$ cat src/hdl/bdpe_pkg.sv
// ----------------------------------------------------------------------------
// bdpe_pkg
// Shared types and constants for the button debounce and press event block.
// ----------------------------------------------------------------------------
package bdpe_pkg;

  localparam int unsigned CFG_DATA_W = 16;
  localparam int unsigned CFG_IDX_W  = 2;

  // configuration register indexes
  localparam logic [CFG_IDX_W-1:0] REG_DEBOUNCE_TICKS   = 2'd0;
  localparam logic [CFG_IDX_W-1:0] REG_SHORT_PRESS_MAX  = 2'd1;
  localparam logic [CFG_IDX_W-1:0] REG_LONG_PRESS_TICKS = 2'd2;

  localparam logic [CFG_DATA_W-1:0] DEBOUNCE_TICKS_RST   = 16'd15;
  localparam logic [CFG_DATA_W-1:0] SHORT_PRESS_MAX_RST  = 16'd1000;
  localparam logic [CFG_DATA_W-1:0] LONG_PRESS_TICKS_RST = 16'd3000;

  // pin and stable levels are active low
  localparam logic LEVEL_RELEASED = 1'b1;
  localparam logic LEVEL_PRESSED  = 1'b0;

  typedef struct packed {
    logic [CFG_DATA_W-1:0] debounce_ticks;
    logic [CFG_DATA_W-1:0] short_press_max;
    logic [CFG_DATA_W-1:0] long_press_ticks;
  } bdpe_cfg_t;

  typedef struct packed {
    logic stable_out;
    logic press_event;
    logic short_press_event;
    logic release_event;
    logic long_press_event;
  } bdpe_result_t;

endpackage

$ cat src/hdl/bdpe_cfg_regs.sv
// ----------------------------------------------------------------------------
// bdpe_cfg_regs
// Threshold registers written through the configuration port.
// ----------------------------------------------------------------------------
module bdpe_cfg_regs (
  input  logic                                 clk,
  input  logic                                 rst_n,
  input  logic                                 wr_en,
  input  logic [bdpe_pkg::CFG_IDX_W-1:0]       wr_index,
  input  logic [bdpe_pkg::CFG_DATA_W-1:0]      wr_data,
  output bdpe_pkg::bdpe_cfg_t                  cfg
);

  bdpe_pkg::bdpe_cfg_t cfg_r;
  bdpe_pkg::bdpe_cfg_t cfg_nxt;

  always_comb begin
    cfg_nxt = cfg_r;
    if (wr_en) begin
      case (wr_index)
        bdpe_pkg::REG_DEBOUNCE_TICKS:   cfg_nxt.debounce_ticks   = wr_data;
        bdpe_pkg::REG_SHORT_PRESS_MAX:  cfg_nxt.short_press_max  = wr_data;
        bdpe_pkg::REG_LONG_PRESS_TICKS: cfg_nxt.long_press_ticks = wr_data;
        default: ; // unused index, write dropped
      endcase
    end
  end

  always_ff @(posedge clk) begin
    if (!rst_n) begin
      cfg_r.debounce_ticks   <= bdpe_pkg::DEBOUNCE_TICKS_RST;
      cfg_r.short_press_max  <= bdpe_pkg::SHORT_PRESS_MAX_RST;
      cfg_r.long_press_ticks <= bdpe_pkg::LONG_PRESS_TICKS_RST;
    end else begin
      cfg_r <= cfg_nxt;
    end
  end

  assign cfg = cfg_r;

endmodule

$ cat src/hdl/bdpe_core.sv
// ----------------------------------------------------------------------------
// bdpe_core
// Per-tick debounce state update and press event decode.
// ----------------------------------------------------------------------------
module bdpe_core #(
  parameter int unsigned COUNT_WIDTH = 16
) (
  input  logic                   clk,
  input  logic                   rst_n,
  input  logic                   step,
  input  logic                   pin_level,
  input  bdpe_pkg::bdpe_cfg_t    cfg,
  output bdpe_pkg::bdpe_result_t result
);

  localparam int unsigned CMP_W =
    (COUNT_WIDTH > bdpe_pkg::CFG_DATA_W) ? COUNT_WIDTH : bdpe_pkg::CFG_DATA_W;
  localparam logic [COUNT_WIDTH-1:0] CNT_MAX = {COUNT_WIDTH{1'b1}};

  logic                   raw_last_r,     raw_last_nxt;
  logic                   settling_r,     settling_nxt;
  logic [COUNT_WIDTH-1:0] settle_count_r, settle_count_nxt;
  logic                   stable_r,       stable_nxt;
  logic                   long_armed_r,   long_armed_nxt;
  logic [COUNT_WIDTH-1:0] press_count_r,  press_count_nxt;

  logic [CMP_W-1:0] settle_cmp;
  logic [CMP_W-1:0] press_cmp;

  always_comb begin
    raw_last_nxt     = raw_last_r;
    settling_nxt     = settling_r;
    settle_count_nxt = settle_count_r;
    stable_nxt       = stable_r;
    long_armed_nxt   = long_armed_r;
    result           = '0;

    // raw change restarts the settle counter
    if (pin_level != raw_last_r) begin
      raw_last_nxt     = pin_level;
      settling_nxt     = 1'b1;
      settle_count_nxt = '0;
    end else if (settling_r && settle_count_r != CNT_MAX) begin
      settle_count_nxt = settle_count_r + 1'b1;
    end

    settle_cmp = CMP_W'(settle_count_nxt);
    if (settling_nxt && settle_cmp >= CMP_W'(cfg.debounce_ticks)) begin
      stable_nxt   = raw_last_nxt;
      settling_nxt = 1'b0;
    end

    press_count_nxt = (press_count_r == CNT_MAX) ? CNT_MAX : press_count_r + 1'b1;

    if (stable_nxt != stable_r) begin
      if (stable_nxt == bdpe_pkg::LEVEL_PRESSED) begin
        result.press_event = 1'b1;
        long_armed_nxt     = 1'b1;
        press_count_nxt    = '0;
      end else begin
        result.short_press_event =
          (CMP_W'(press_count_nxt) <= CMP_W'(cfg.short_press_max));
        result.release_event = 1'b1;
        long_armed_nxt       = 1'b0;
      end
    end

    press_cmp = CMP_W'(press_count_nxt);
    if (long_armed_nxt && press_cmp >= CMP_W'(cfg.long_press_ticks)) begin
      result.long_press_event = 1'b1;
      long_armed_nxt          = 1'b0;
    end

    result.stable_out = stable_nxt;
  end

  always_ff @(posedge clk) begin
    if (!rst_n) begin
      raw_last_r     <= bdpe_pkg::LEVEL_RELEASED;
      settling_r     <= 1'b0;
      settle_count_r <= '0;
      stable_r       <= bdpe_pkg::LEVEL_RELEASED;
      long_armed_r   <= 1'b0;
      press_count_r  <= '0;
    end else if (step) begin
      raw_last_r     <= raw_last_nxt;
      settling_r     <= settling_nxt;
      settle_count_r <= settle_count_nxt;
      stable_r       <= stable_nxt;
      long_armed_r   <= long_armed_nxt;
      press_count_r  <= press_count_nxt;
    end
  end

endmodule

$ cat src/hdl/bdpe_out_buf.sv
// ----------------------------------------------------------------------------
// bdpe_out_buf
// Result register with one skid entry, full rate under a registered stall.
// ----------------------------------------------------------------------------
module bdpe_out_buf (
  input  logic                   clk,
  input  logic                   rst_n,
  input  logic                   push,
  input  bdpe_pkg::bdpe_result_t push_data,
  output logic                   full,
  output logic                   out_valid,
  input  logic                   out_stall,
  output bdpe_pkg::bdpe_result_t out_data
);

  logic                   out_valid_r,  out_valid_nxt;
  logic                   skid_valid_r, skid_valid_nxt;
  bdpe_pkg::bdpe_result_t out_data_r,   out_data_nxt;
  bdpe_pkg::bdpe_result_t skid_data_r,  skid_data_nxt;
  logic                   pop;

  assign pop = out_valid_r && !out_stall;

  always_comb begin
    out_valid_nxt  = out_valid_r;
    skid_valid_nxt = skid_valid_r;
    out_data_nxt   = out_data_r;
    skid_data_nxt  = skid_data_r;
    if (skid_valid_r) begin
      if (pop) begin
        out_data_nxt   = skid_data_r;
        skid_valid_nxt = 1'b0;
      end
    end else if (!out_valid_r || pop) begin
      out_valid_nxt = push;
      out_data_nxt  = push_data;
    end else if (push) begin
      // receiver stalled, park the word
      skid_valid_nxt = 1'b1;
      skid_data_nxt  = push_data;
    end
  end

  always_ff @(posedge clk) begin
    if (!rst_n) begin
      out_valid_r  <= 1'b0;
      skid_valid_r <= 1'b0;
    end else begin
      out_valid_r  <= out_valid_nxt;
      skid_valid_r <= skid_valid_nxt;
    end
  end

  always_ff @(posedge clk) begin
    out_data_r  <= out_data_nxt;
    skid_data_r <= skid_data_nxt;
  end

  assign full      = skid_valid_r;
  assign out_valid = out_valid_r;
  assign out_data  = out_data_r;

endmodule

$ cat src/hdl/button_debounce_press_events.sv
// ----------------------------------------------------------------------------
// button_debounce_press_events
// Push button debouncer with press, release, short-press and long-press events.
// ----------------------------------------------------------------------------
// Usage:
//   in_*  : one word per tick carrying the raw active-low pin sample; taken
//           when in_valid is high and in_stall is low.
//   out_* : one word per input word: debounced level and four event flags;
//           taken when out_valid is high and out_stall is low.
//   cfg_* : register writes (debounce ticks, short press limit, long press
//           ticks), taken when cfg_valid and cfg_ready are high; cfg_ready
//           is always high. Write only while the block is idle.
// The result word is computed from the debounce state and registered in the
// output buffer; throughput is one word per cycle while out_stall is low.
// A stalled receiver first fills a one-word skid entry, then in_stall rises;
// no word is lost or repeated. Reset returns the thresholds to 15, 1000 and
// 3000, clears both counters and sets the debounced level to released, so
// no press is reported at start-up.
// ----------------------------------------------------------------------------
module button_debounce_press_events #(
  parameter int unsigned COUNT_WIDTH = 16
) (
  input  logic                                clk,
  input  logic                                rst_n,
  input  logic                                in_valid,
  output logic                                in_stall,
  input  logic                                in_pin_level,
  output logic                                out_valid,
  input  logic                                out_stall,
  output logic                                out_stable_out,
  output logic                                out_press_event,
  output logic                                out_short_press_event,
  output logic                                out_release_event,
  output logic                                out_long_press_event,
  input  logic                                cfg_valid,
  output logic                                cfg_ready,
  input  logic [bdpe_pkg::CFG_IDX_W-1:0]      cfg_index,
  input  logic [bdpe_pkg::CFG_DATA_W-1:0]     cfg_data
);

  bdpe_pkg::bdpe_cfg_t    cfg;
  bdpe_pkg::bdpe_result_t step_result;
  bdpe_pkg::bdpe_result_t out_word;
  logic                   buf_full;
  logic                   in_accept;

  assign cfg_ready = 1'b1;
  assign in_stall  = buf_full;
  assign in_accept = in_valid && !buf_full;

  bdpe_cfg_regs u_cfg_regs (
    .clk      (clk),
    .rst_n    (rst_n),
    .wr_en    (cfg_valid && cfg_ready),
    .wr_index (cfg_index),
    .wr_data  (cfg_data),
    .cfg      (cfg)
  );

  bdpe_core #(
    .COUNT_WIDTH (COUNT_WIDTH)
  ) u_core (
    .clk       (clk),
    .rst_n     (rst_n),
    .step      (in_accept),
    .pin_level (in_pin_level),
    .cfg       (cfg),
    .result    (step_result)
  );

  bdpe_out_buf u_out_buf (
    .clk       (clk),
    .rst_n     (rst_n),
    .push      (in_accept),
    .push_data (step_result),
    .full      (buf_full),
    .out_valid (out_valid),
    .out_stall (out_stall),
    .out_data  (out_word)
  );

  assign out_stable_out        = out_word.stable_out;
  assign out_press_event       = out_word.press_event;
  assign out_short_press_event = out_word.short_press_event;
  assign out_release_event     = out_word.release_event;
  assign out_long_press_event  = out_word.long_press_event;

endmodule
$ cat config.mk
export PLATFORM = sky130hd
export DESIGN_NAME = button_debounce_press_events
export DESIGN_NICKNAME = d
export VERILOG_FILES = /design/src/hdl/bdpe_pkg.sv /design/src/hdl/bdpe_cfg_regs.sv /design/src/hdl/bdpe_core.sv /design/src/hdl/bdpe_out_buf.sv /design/src/hdl/button_debounce_press_events.sv
export SDC_FILE = /design/constraint.sdc
export NUM_CORES = 1
export LEC_CHECK = 0
export BUFFER_PORTS_ARGS = -buffer_cell sky130_fd_sc_hd__clkbuf_2
export CORE_ASPECT_RATIO = 1.5
export CORE_UTILIZATION = 55
export CTS_CLUSTER_DIAMETER = 40
export CTS_CLUSTER_SIZE = 16
export DETAILED_ROUTE_END_ITERATION = 12
export GPL_TIMING_DRIVEN = 0
export HOLD_SLACK_MARGIN = 0.03
export PLACE_DENSITY_LB_ADDON = 0.1
export SYNTH_ARGS = -nofsm -noshare
export SYNTH_HDL_FRONTEND = slang
export SYNTH_SLANG_ARGS = --single-unit
$ cat constraint.sdc
create_clock -name clk -period 7.9 [get_ports clk]
set_input_delay 1.185 -clock clk [delete_from_list [all_inputs] [get_ports clk]]
set_output_delay 1.185 -clock clk [all_outputs]
set_load 0.03 [all_outputs]
==> results of run 1 <==
==> metal layers <==
layer	wire [um]	vias to the layer above	track usage, %
li1	-	2701	-
met1	6350	2550	32.9
met2	8770	160	58.5
met3	534	62	4.89
met4	920	0	18.8
met5	0	-	0
==> metrics by stage <==
step	hold slack [ps]	instance area [um^2]	utilization [%]	total power [uW]
floorplan	436	5810	-	639
global placement	445	6130	60.2	688
detailed placement	448	6130	60.2	695
CTS	457	6440	63.2	1140
global route	471	6440	63.2	1180
finish	457	6440	63.2	1140
==> sequential cells by signal (all words and copies together), names as in the netlist <==
signal,flops
u_cfg_regs.cfg,48
u_out_buf.skid_data_r,5
u_out_buf.out_data,5
u_out_buf.out_valid,1
u_core.settle_count_r,16
u_core.press_count_r,16
u_out_buf.full,1
u_core.long_armed_r,1
u_core.raw_last_r,1
u_core.stable_r,1
u_core.settling_r,1
==> cell usage in the layout, fill, tap and decap left out, drive strengths merged, types with 7 or more instances in the layout <==
master    n
o21ai    40
inv      57
xor2     14
nor3     21
dfxtp    86
nand2   132
edfxtp   10
buf       7
and3     12
nor2b    10
a21oi    80
a32oi    15
nand4    14
clkbuf   70
ha       54
nor2     29
nand3    22
or4       7
xnor2     8
o211ai   22
==> power by group <==
group          internal (uW)  total, uW  switching [uW]
Combinational           49.7        163             113
Clock                    250        455             205
Sequential               513        524            10.8
Total                    812       1140             329
==> cells by family after synthesis <==
logic type                 after synthesis  share of synthesized area [%]
buffers and inverters                   94                           6.33
xor gates and xnor gates                22                           3.32
and+or+nand+nor                        271                           22.2
other                                    1                         0.0645
muxes                                    6                           1.12
AOI/OAI and AO/OA                      193                           20.5
DFF                                     96                           34.8
adders and majority gates               54                           11.6
==> cell type report <==
class	count	area share (%)
clock inverter	7	1.21
buffer	39	2.51
tap	141	2.74
sequential	96	31.4
clock buffer	9	3.50
multi-input combinational	547	53.2
inverter	55	3.21
timing repair buffer	29	2.26
==> worst min path at each step <==
stage / to / cells past startpoint / startpoint / slack (ps)
2_1_floorplan: u_cfg_regs.cfg[10] / 2 / u_cfg_regs.cfg[10] / 440
5_1_grt: u_cfg_regs.cfg[18] / 2 / u_cfg_regs.cfg[18] / 470
6_report: u_cfg_regs.cfg[28] / 2 / u_cfg_regs.cfg[28] / 460
4_1_cts: u_cfg_regs.cfg[28] / 2 / u_cfg_regs.cfg[28] / 460
3_5_place_dp: u_cfg_regs.cfg[15] / 2 / u_cfg_regs.cfg[15] / 450
3_3_place_gp: u_cfg_regs.cfg[31] / 2 / u_cfg_regs.cfg[31] / 440
==> worst min-delay path, delay by kind of cell, from the launching register on <==
family	cells	cell delay [ps]
compound gates	1	50
flops	1	310
simple gates	1	50
==> flow_summary.yaml, run 1 <==
die:
  rows: 45
  die_y_um: 128
  die_area_mm2: 0.0110
  fp.dieW_um: 85.9
  num_io_pins: 32
  core_area_mm2: 0.0102
  initial_core_util_pct: 57.0
detailed_routing:
  first_iter_violations: 296
  vias: 5473
  post_drt_wl_per_cell_um: 18.0
  drt_pass1_iterations: 4
  drc: 0
  ant_nets: 0
  via_per_inst: 5.93
  postRouteWirelength_um: 16600
pwr:
  power-per-cell-area_mw_per_mm2: 177
  ir_worst_vdd_mv: 0.131
  leakage_uw: 0.00262
setup_path:
  worstPathArrival_ps: 7230
  crit_fanout: 10
  ff2ff_setup_slack_ps: 920
  r2r_cells: 26
  startpoint: "in_pin_level"
  required_ps: 8040
  end_kind: "flop"
  crit_path_top_delay_cell: "nor3_1"
  path_depth: 24
  crit_type: "input port to flop"
  cp_common_cell: "ha_1"
  path_cells: "clkbuf_2, ha_1, clkbuf_1, clkinv_1, clkbuf_1, nor2_1, ha_1, nand4_1, nor3_1, nor3_1, a2111o_1, nand2_1, inv_1, ha_1, a21oi_1, buf_2, a21oi_1, ha_1, o211ai_1, a211o_1, a31o_2, a21oi_1, o21ai_0, a221oi_1"
  crit_end: "u_out_buf.out_data[0]"
  max_stage_delay_ps: 440
  r2r-end: "u_out_buf.out_data[0]"
  critPathBufInv: 6
  cp_top_family: "compound AO/OA/AOI/OAI gates"
  r2r_start: "u_core.settle_count_r[0]"
  start_kind: "input port"
timing:
  hold_violations: 0
  period_share_pct: 89.7
  finClkSkew_ps: 8.27
  rsz0062_at_grt: "no"
  tns_ps: 0
  worst_slew_pin_slew_ps: 924
  period_needed_ps: 7090
  slew_violations: 0
  final-setup-viol-count: 0
  max_slew_margin_pct: 38.2
  max_clock_freq_ghz: 0.141
  setup_ws_ps: 810
placed_design:
  dpl.hpwl_um: 12900
  preCtsSetupSlack_ps: 490
  dpl.cell_count: 907
  place.gp.congestion: 0.951
  io_buffers: 29
clock_network:
  cts_resized: 0
  cts_root_buf: "clkbuf_16"
  clkTransAtPathRegs_ps: 70
  cts.repair_timing.setup_buffer_count: 0
  clock_sinks: 96
  cts_tree: "yes"
  ctsHoldBuffers: 0
  clk_latency_ps: 350
  clk_path_buf_depth: 2
  htree_levels: 3
  cts_buffers: 9
synthesis:
  ys_top_cells_by_area: "dfxtp_1 (30%), ha_1 (12%), nand2_1 (8.5%)"
  synth_edf_count: 10
  seq_area_frac_synth_pct: 34.8
  synthesis.nets: 815
  synth.distinct_cells: 64
  yosysTopAreaCell: "dfxtp_1"
  synth_flop_cell: "dfxtp_1"
  synth.most_common_cell: "nand2_1"
  syn_inst: 737
  syn_avg_cell_area_um2: 7.89
  ys_seq_elements: 96
  ys_top_cells_by_count: "nand2_1 (132), dfxtp_1 (86), a21oi_1 (80), ha_1 (54), inv_1 (54)"
  yosysWarningCount: 0
  netlist.area_leader.share_pct: 29.6
  ys_async_sr_fraction_pct: 0
  syn_area_mm2: 0.00581
flow_run:
  max-cap-violations: 0
global_routing:
  first_global_vias: 5479
  antenna_found_initial: 0
  grt_max_degree: 18
  track_usage_pct: 31.5
  grt_pass1_wl_um: 26500
  overflow: 0
status:
  status: "finished, final reports clean"
min_path:
  worstHoldPathType: "flop to flop"
finish:
  multi_input_area_mm2: 0.00342
  n_antenna_cell: 0
  final_nets: 855
  area_growth_syn_to_layout_pct: 10.7
  drive_above_1_share_pct: 7.93
  nFillCells: 908
  instances_no_fill: 923
  seqCellArea_mm2: 0.00202
(Power assumes the default switching activity.)
==> inputs of run 2 (changes only) <==
--- a/config.mk
+++ b/config.mk
@@ -7,7 +7,7 @@
 export LEC_CHECK = 0
 export BUFFER_PORTS_ARGS = -buffer_cell sky130_fd_sc_hd__clkbuf_2
 export CORE_ASPECT_RATIO = 1.5
-export CORE_UTILIZATION = 55
+export CORE_UTILIZATION = 40
 export CTS_CLUSTER_DIAMETER = 40
 export CTS_CLUSTER_SIZE = 16
 export DETAILED_ROUTE_END_ITERATION = 12
==> run 2 against run 1 <==
Compared with the run above: routed wire length is 4.9% higher; flip-flop and latch count stayed put; first-iteration DRC count is 7.1% lower; critical path type unchanged; largest cell class unchanged; largest power group unchanged; highest routed layer unchanged.
==> flow_summary.yaml, run 2 (synthesis results as in run 1) <==
status:
  status: "finished, final reports clean"
clock_network:
  ctsHoldBuffers: 0
  cts_root_buf: "clkbuf_16"
  clock_sinks: 96
  clk_path_buf_depth: 2
  cts_resized: 0
  clkTransAtPathRegs_ps: 80
  cts.repair_timing.setup_buffer_count: 0
  cts_tree: "yes"
  htree_levels: 3
  cts_buffers: 9
  clk_latency_ps: 350
timing:
  slew_violations: 0
  max_slew_margin_pct: 30.6
  finClkSkew_ps: 10.5
  final-setup-viol-count: 0
  tns_ps: 0
  max_clock_freq_ghz: 0.138
  rsz0062_at_grt: "no"
  period_share_pct: 92.0
  hold_violations: 0
  worst_slew_pin_slew_ps: 1040
  period_needed_ps: 7270
  holdWs_ps: 457
placed_design:
  place.gp.congestion: 0.886
  io_buffers: 29
  dpl.cell_count: 958
  dpl.hpwl_um: 13600
  placed_area_mm2: 0.00620
finish:
  nFillCells: 1440
  final_nets: 855
  multi_input_area_mm2: 0.00342
  largest_reg_flops: 48
  instances_no_fill: 974
  final_common_cell: "nand2_1"
  n_antenna_cell: 0
  drive_above_1_share_pct: 7.93
  area_growth_syn_to_layout_pct: 11.9
  stdcell_area_mm2: 0.00650
  seqCellArea_mm2: 0.00202
  mostFrequentLayoutCells: "nand2_1 (132), dfxtp_1 (86), a21oi_1 (80), inv_1 (54), ha_1 (54)"
global_routing:
  overflow: 0
  track_usage_pct: 23.9
  grt_max_degree: 19
  first_global_vias: 5286
  grt_pass1_wl_um: 27000
  antenna_found_initial: 0
min_path:
  worstHoldPathType: "flop to flop"
  hold_start: "u_cfg_regs.cfg[26]"
  hold_depth: 2
  whs_endpoint: "u_cfg_regs.cfg[26]"
setup_path:
  crit_path_top_delay_cell: "a2111o_1"
  ff2ff_setup_slack_ps: 890
  startpoint: "in_pin_level"
  cp_common_cell: "ha_1"
  critPathBufInv: 6
  path_cells: "clkbuf_2, ha_1, clkbuf_1, clkinv_1, clkbuf_1, nor2_1, ha_1, nand4_1, a311oi_1, a31oi_1, a2111o_1, nand2_1, inv_1, ha_1, a21oi_1, buf_2, a21oi_1, ha_1, o211ai_1, a211o_1, a31o_2, a21oi_1, o21ai_0, a221oi_1"
  worstPathArrival_ps: 7420
  start_kind: "input port"
  r2r_cells: 26
  required_ps: 8050
  crit_type: "input port to flop"
  r2r-end: "u_out_buf.out_data[0]"
  r2r_start: "u_core.settle_count_r[0]"
  cp_top_family: "compound AO/OA/AOI/OAI gates"
  max_stage_delay_ps: 450
  end_kind: "flop"
  crit_fanout: 10
pwr:
  total_power_uw: 1140
  power-per-cell-area_mw_per_mm2: 175
  leakage_uw: 0.00262
  ir_worst_vdd_mv: 0.132
die:
  num_io_pins: 32
  die_area_mm2: 0.0150
  fp.dieW_um: 100
  initial_core_util_pct: 41.1
  rows: 53
  core_area_mm2: 0.0141
  die_y_um: 150
detailed_routing:
  drt_pass1_iterations: 5
  vias: 5404
  ant_nets: 0
  via_per_inst: 5.55
  first_iter_violations: 275
  post_drt_wl_per_cell_um: 17.8
  drc: 0
  postRouteWirelength_um: 17400
flow_run:
  max-cap-violations: 0
==> run 2: cell count changes in the layout (fill, tap and decap cells not counted), sizes merged <==
cell,delta
bufinv,-1
clkinv,-1
inv,+1
clkbuf,+1
==> run 2: how the worst max path moves through the flow <==
| stage | endpoint | slack (ps) | cells after the start |
|---|---|---|---|
| after floorplan | u_core.long_armed_r | 1940 | 23 |
| after global placement | u_out_buf.out_data[0] | 320 | 24 |
| after detailed placement | u_out_buf.out_data[0] | 280 | 24 |
| after CTS | u_out_buf.out_data[0] | 610 | 24 |
| after global routing | u_out_buf.out_data[0] | 210 | 24 |
| final | u_out_buf.out_data[0] | 630 | 24 |
==> run 2: where the power goes <==
| group | switching [uW] | internal, uW |
|---|---|---|
| registers | 10.6 | 513 |
| clock network | 211 | 240 |
| logic | 113 | 49.6 |
==> run 2: area by class of cell <==
cell class,instances,area share [%]
Tap cell,192,3.69
Timing Repair Buffer,29,2.23
Multi-Input combinational cell,547,52.6
Clock inverter,6,0.866
Inverter,55,3.17
Clock buffer,10,3.85
Sequential cell,96,31.1
Buffer,39,2.48
==> run 2: stage by stage <==
step	utilization (%)	worst slack (ps)
floorplan	-	1940
global placement	43.9	323
detailed placement	43.9	275
CTS	46.0	613
global route	46.0	210
finish	46.0	629
==> run 2: metal layers <==
layer / global-route usage [%] / vias up / share of wire (%)
li1: - / 2698 / -
met1: 25.7 / 2581 / 40
met2: 46.3 / 94 / 54
met3: 2.38 / 31 / 2.2
met4: 10.0 / 0 / 3.5
met5: 0 / - / 0
==> run 2: tightest hold or removal path, delay by kind of cell, from the launching register on <==
| family | cells | cell delay, ps |
|---|---|---|
| flops | 1 | 310 |
| simple gates | 1 | 50 |
| compound gates | 1 | 50 |
